**config.mk**
```make
export PLATFORM = sky130hd
export DESIGN_NAME = rmvc_pipe_ctrl
export DESIGN_NICKNAME = d
export VERILOG_FILES = /design/src/rtl/rmvc_pkg.sv /design/src/rtl/rmvc_pipe_ctrl.sv
export SDC_FILE = /design/constraint.sdc
export NUM_CORES = 1
export LEC_CHECK = 0
export BUFFER_PORTS_ARGS = -buffer_cell sky130_fd_sc_hd__buf_4
export CAP_MARGIN = 5
export CORE_AREA = 2 2 39 41
export CTS_CLUSTER_SIZE = 8
export DETAILED_ROUTE_END_ITERATION = 8
export DIE_AREA = 0 0 41 43
export SLEW_MARGIN = 20
export SYNTH_ARGS = -nofsm -noshare
export SYNTH_HDL_FRONTEND = slang
export SYNTH_SLANG_ARGS = --single-unit
```
**constraint.sdc**
```tcl
create_clock -name clk -period 1.35 [get_ports clk]
set_input_delay 0.0675 -clock clk [delete_from_list [all_inputs] [get_ports clk]]
set_output_delay 0.0675 -clock clk [all_outputs]
set_load 0.05 [all_outputs]
```
**src/rtl/rmvc_pkg.sv**
```systemverilog
// Shared constants, types and check tables for the rotation matrix validity checker.
// Used by every module under rtl; depends on nothing else.
package rmvc_pkg;

    // Element format and configuration width.
    localparam int ElemWidth = 18;
    localparam int FracBits  = 16;
    localparam int TolWidth  = 17;
    localparam int TolReset  = 655;

    // Pipeline stage numbers.
    localparam int NumStages = 5;
    localparam int StgProd   = 0;
    localparam int StgSum    = 1;
    localparam int StgCmp    = 2;
    localparam int StgAlign  = 3;
    localparam int StgOut    = 4;

    // Row checks, in priority order.
    localparam int NumRowChecks = 6;
    localparam int ChkOrth01    = 0;
    localparam int ChkOrth02    = 1;
    localparam int ChkOrth12    = 2;
    localparam int ChkNorm0     = 3;
    localparam int ChkNorm1     = 4;
    localparam int ChkNorm2     = 5;

    // Rows taken into each dot product; the norm checks use a row twice.
    localparam int RowA [NumRowChecks] = '{0, 0, 1, 0, 1, 2};
    localparam int RowB [NumRowChecks] = '{1, 2, 2, 0, 1, 2};

    // Determinant terms over flat element indices (row * 3 + column).
    // The first NumPosTerms are added, the rest subtracted.
    localparam int NumTerms    = 6;
    localparam int NumPosTerms = 3;
    localparam int TermA [NumTerms] = '{0, 1, 2, 0, 1, 2};
    localparam int TermB [NumTerms] = '{4, 5, 3, 5, 3, 4};
    localparam int TermC [NumTerms] = '{8, 6, 7, 7, 8, 6};

    // Row test widths: exact dot products at scale 2^(2F).
    localparam int ProdWidth   = 2 * ElemWidth;
    localparam int DotWidth    = ProdWidth + 2;
    localparam int RowDevWidth = ((DotWidth > 2 * FracBits + 2) ?
                                  DotWidth : 2 * FracBits + 2) + 1;
    localparam int RowTolWidth = TolWidth + FracBits;
    localparam int RowCmpWidth = (RowDevWidth > RowTolWidth) ? RowDevWidth : RowTolWidth;

    // Determinant widths: exact triple products at scale 2^(3F).
    localparam int TripleWidth = 3 * ElemWidth;
    localparam int PartWidth   = TripleWidth + 2;
    localparam int DetDevWidth = ((PartWidth + 1 > 3 * FracBits + 2) ?
                                  PartWidth + 1 : 3 * FracBits + 2) + 1;
    localparam int DetTolWidth = TolWidth + 2 * FracBits;
    localparam int DetCmpWidth = (DetDevWidth > DetTolWidth) ? DetDevWidth : DetTolWidth;

    // One at the scale of each test.
    localparam logic signed [RowDevWidth-1:0] RowOne = RowDevWidth'(1) << (2 * FracBits);
    localparam logic signed [DetDevWidth-1:0] DetOne = DetDevWidth'(1) << (3 * FracBits);

    typedef logic [ElemWidth-1:0] elem_t;
    typedef elem_t [8:0]          matrix_t;
    typedef logic [TolWidth-1:0]  tol_t;

    // Stage load enables and occupancy, sent from the control to the datapath.
    typedef struct packed {
        logic [NumStages-1:0] load;
        logic [NumStages-1:0] valid;
    } pipe_ctrl_t;

    typedef enum logic [2:0] {
        FailNone   = 3'd0,
        FailOrth01 = 3'd1,
        FailOrth02 = 3'd2,
        FailOrth12 = 3'd3,
        FailNorm0  = 3'd4,
        FailNorm1  = 3'd5,
        FailNorm2  = 3'd6,
        FailDet    = 3'd7
    } fail_code_t;

endpackage

```
**src/rtl/rmvc_pipe_ctrl.sv**
```systemverilog
// Valid bits and stage load enables for the five-stage checker pipeline.
// Depends on rmvc_pkg.
module rmvc_pipe_ctrl (
    input  logic                clk,
    input  logic                rst_n,
    input  logic                in_valid,
    output logic                in_stall,
    output logic                out_valid,
    input  logic                out_stall,
    output rmvc_pkg::pipe_ctrl_t ctrl
);
    import rmvc_pkg::*;

    logic [NumStages-1:0] valid_reg;
    logic [NumStages-1:0] valid_next;
    logic [NumStages-1:0] ready;
    logic                 in_acc;
    logic                 out_acc;

    // A stage may load when it is empty or its contents move on, so bubbles close up.
    always_comb
    begin
        ready[NumStages-1] = !valid_reg[NumStages-1] || !out_stall;
        for (int s = NumStages - 2; s >= 0; s--)
        begin
            ready[s] = !valid_reg[s] || ready[s + 1];
        end
    end

    // Each loading stage takes the valid bit of the stage before it.
    always_comb
    begin
        valid_next = valid_reg;
        if (ready[0])
        begin
            valid_next[0] = in_valid;
        end
        for (int s = 1; s < NumStages; s++)
        begin
            if (ready[s])
            begin
                valid_next[s] = valid_reg[s - 1];
            end
        end
    end

    always_ff @(posedge clk or negedge rst_n)
    begin
        if (!rst_n)
        begin
            valid_reg <= '0;
        end
        else
        begin
            valid_reg <= valid_next;
        end
    end

    assign in_stall   = !ready[0];
    assign out_valid  = valid_reg[NumStages-1];
    assign ctrl.load  = ready;
    assign ctrl.valid = valid_reg;
    assign in_acc     = in_valid && !in_stall;
    assign out_acc    = out_valid && !out_stall;

    // The input is held off only when every stage holds a beat.
    assert property (@(posedge clk) disable iff (!rst_n) in_stall |-> (&valid_reg))
        else $error("input stalled while the pipeline has a free stage");

    // Beats in flight change only by the beats accepted and delivered.
    assert property (@(posedge clk) disable iff (!rst_n)
        1'b1 |=> ($countones(valid_reg) == $past($countones(valid_reg))
                  + int'($past(in_acc)) - int'($past(out_acc))))
        else $error("beat lost or duplicated inside the pipeline");

endmodule

```
==> impl_metrics.toml <==
[synth]
yosysWarnings = 0
synthDistinctLibCells = 12
synth_edf_count = 0
synthFlopType = "dfrtp_1"
synth_area_leaders = "dfrtp_1 (57%), nand2b_1 (5.7%), and4_4 (5.2%)"
syn_nets = 23
yosysMostFrequentCell = "dfrtp_1"
synth_commonest_cells = "dfrtp_1 (5), nand2_1 (2), nand2b_1 (2), nand3_1 (2)"
synth.largest_area_cell = "dfrtp_1"
synthesis.instances = 19
seq_area_frac_synth = 0.575
ys_ff_latch = 5
async_flop_share = 1.00
yosysTopAreaCellShare = 0.575
syn_area_per_cell_um2 = 11.5
netlist_area_um2 = 218

[floorplanning]
core_um2 = 1380
die_x_um = 41
start_util = 0.157
dieHeight_um = 43
ios = 16
rows = 14
dieArea_um2 = 1760

[route]
drtPass1Iterations = 2
ant_nets = 0
routed_wl_um = 533
route.detailed.drc = 0
viasPerCell = 3.89
drtIter0Drc = 5
wire_per_inst_um = 10.1
dr_total_vias = 206

[place]
io_buffers = 15
dp_hpwl_um = 431
gp_congestion = 0.594

[sta]
hold_violations = 0
setup_violations = 0
rsz0062_at_grt = "false"
relSlewSlack = 0.860
fin_crit_sh = 0.965
fin_skew_ps = 3.33
fmax_ghz = 0.768
tightest_slew_ps = 210
slew_viol_final = 0
min_period_ps = 1300
fin_tns_setup_ps = 0

[global_routing]
antenna_found_initial = 0
track_usage = 0.0664
grt_max_degree = 8
grt_pass1_vias = 194
grt_pass1_wl_um = 759
grt_overflow = 0

[cells_and_area]
final_util = 0.276
area_growth_pct = 75.3
fin_nets = 42
nFillCells = 153
largest_register_ffs = 5
drive_gt1_frac = 0.649
insertedDiodeCount = 0

[cts]
clockBufferDepth = 2
cts_setup_buffers = 0
root_buffer = "clkbuf_4"
htreeDepth = 1
cts_tree = "built"
clk_latency_ps = 240
numCtsBuffers = 3
cts.clk_slew.worst_paths_ps = 40
cts.sinks = 5

[setup_path]
cp_slowest_cell = "dfrtp_2"
cp_data_arrival_time_ps = 1240
end_kind = "output port"
path_cells = "and4_4, and3_2, buf_6"
cp_max_fo = 7
r2r_start = "valid_reg[3]$_DFFE_PN0P_"
cp-startpoint = "valid_reg[3]$_DFFE_PN0P_"
reg2reg_slack_ps = 390
cp.required_ps = 1280
slowest_delay_ps = 410
r2r.worst_path.cells = 2
path_buf_inv = 1
worstReg2RegEnd = "valid_reg[2]$_DFFE_PN0P_"
crit_family = "simple AND/OR/NAND/NOR gates"
start_kind = "flop"
critPathKind = "reg -> out"

[pwr]
p_per_area_nw_per_um2 = 1620
clkPwrFrac = 0.272
p_sw_frac = 0.415
power_mw = 0.617
p_int_mw = 0.361
cellLeakagePower_nw = 0.176
seqPwrFrac = 0.311
p_sw_mw = 0.256
p_comb_frac = 0.417
vdd_drop_max_uv = 491

[hold_path]
min_from = "in_valid"
min_to = "valid_reg[0]$_DFFE_PN0P_"
hold_depth = 2
worst_hold_path_type = "in -> reg"

[run]
cap_violations = 0

[outcome]
status = "finished clean"
==> cells in the final DEF, fill, tap and decap left out, types with 2 or more instances in the layout <==
master / netlist / final
nand2b_1: 2 / 2
dfrtp_2: 0 / 3
clkbuf_4: 0 / 3
buf_4: 1 / 14
nand2_1: 2 / 2
dfrtp_1: 5 / 2
==> cells by family (layout without fill, tap and decap cells) <==
kind of cell / Yosys count / count (layout) / synth area share
AO/OA/AOI/OAI: 2 / 2 / 0.0747
buffers and inverters: 3 / 21 / 0.103
flip-flops: 5 / 5 / 0.575
AND/OR/NAND/NOR: 9 / 9 / 0.247
==> how the worst max path moves through the flow <==
stage | end | depth (start not counted)
4_1_cts | in_stall | 3
3_5_place_dp | in_stall | 3
5_1_grt | in_stall | 3
3_3_place_gp | in_stall | 3
6_report | in_stall | 3
2_1_floorplan | in_stall | 3
==> final cells by class <==
cell class                 instances  area, um^2  share of cell area
inverter                           1        3.75             0.00984
timing repair buffer              16         126               0.331
clock buffer                       4        26.3              0.0689
sequential                         5         129               0.338
multi-input combinational         11        76.3               0.200
tap                               16        20.0              0.0525
==> power groups by stage <==
stage / clock [mW] / sequential [mW] / combinational (mW)
after floorplan: 0 / 0.251 / 0.128
after global placement: 0 / 0.194 / 0.255
after detailed placement: 0 / 0.194 / 0.255
after CTS: 0.177 / 0.192 / 0.258
after global routing: 0.189 / 0.195 / 0.269
final: 0.168 / 0.192 / 0.257
==> worst register-to-register path, stage by stage (launching register included) <==
cell     delay (ps)
dfrtp_2         410
and4_4          220
or2_1           200
==> layer usage <==
metal,vias to the layer above,part of all wire,global-route usage,wire length [um]
li1,100,-,-,-
met5,-,0,0,0
met1,90,0.47,0.0809,253
met2,16,0.32,0.0844,172
met4,0,0,0.0400,0
met3,0,0.20,0.0419,107
==> through the flow <==
step	worst slack [ps]	hold slack [ps]	area, um^2	cells
5_1_grt	5.68	32.5	382	53
2_1_floorplan	45.2	-228	228	19
6_report	47.2	19.3	382	53
3_3_place_gp	267	-125	342	48
4_1_cts	10.5	14.8	378	53
3_5_place_dp	271	-126	342	48
==> what timing repair did <==
action | 4_1_cts | 5_1_grt
hold buffers | 1 | 0
endpoints found under the setup margin | 0 | 1
hold endpoints to repair | 5 | 0
gates resized for setup | 0 | 1
(Power assumes the default switching activity.)
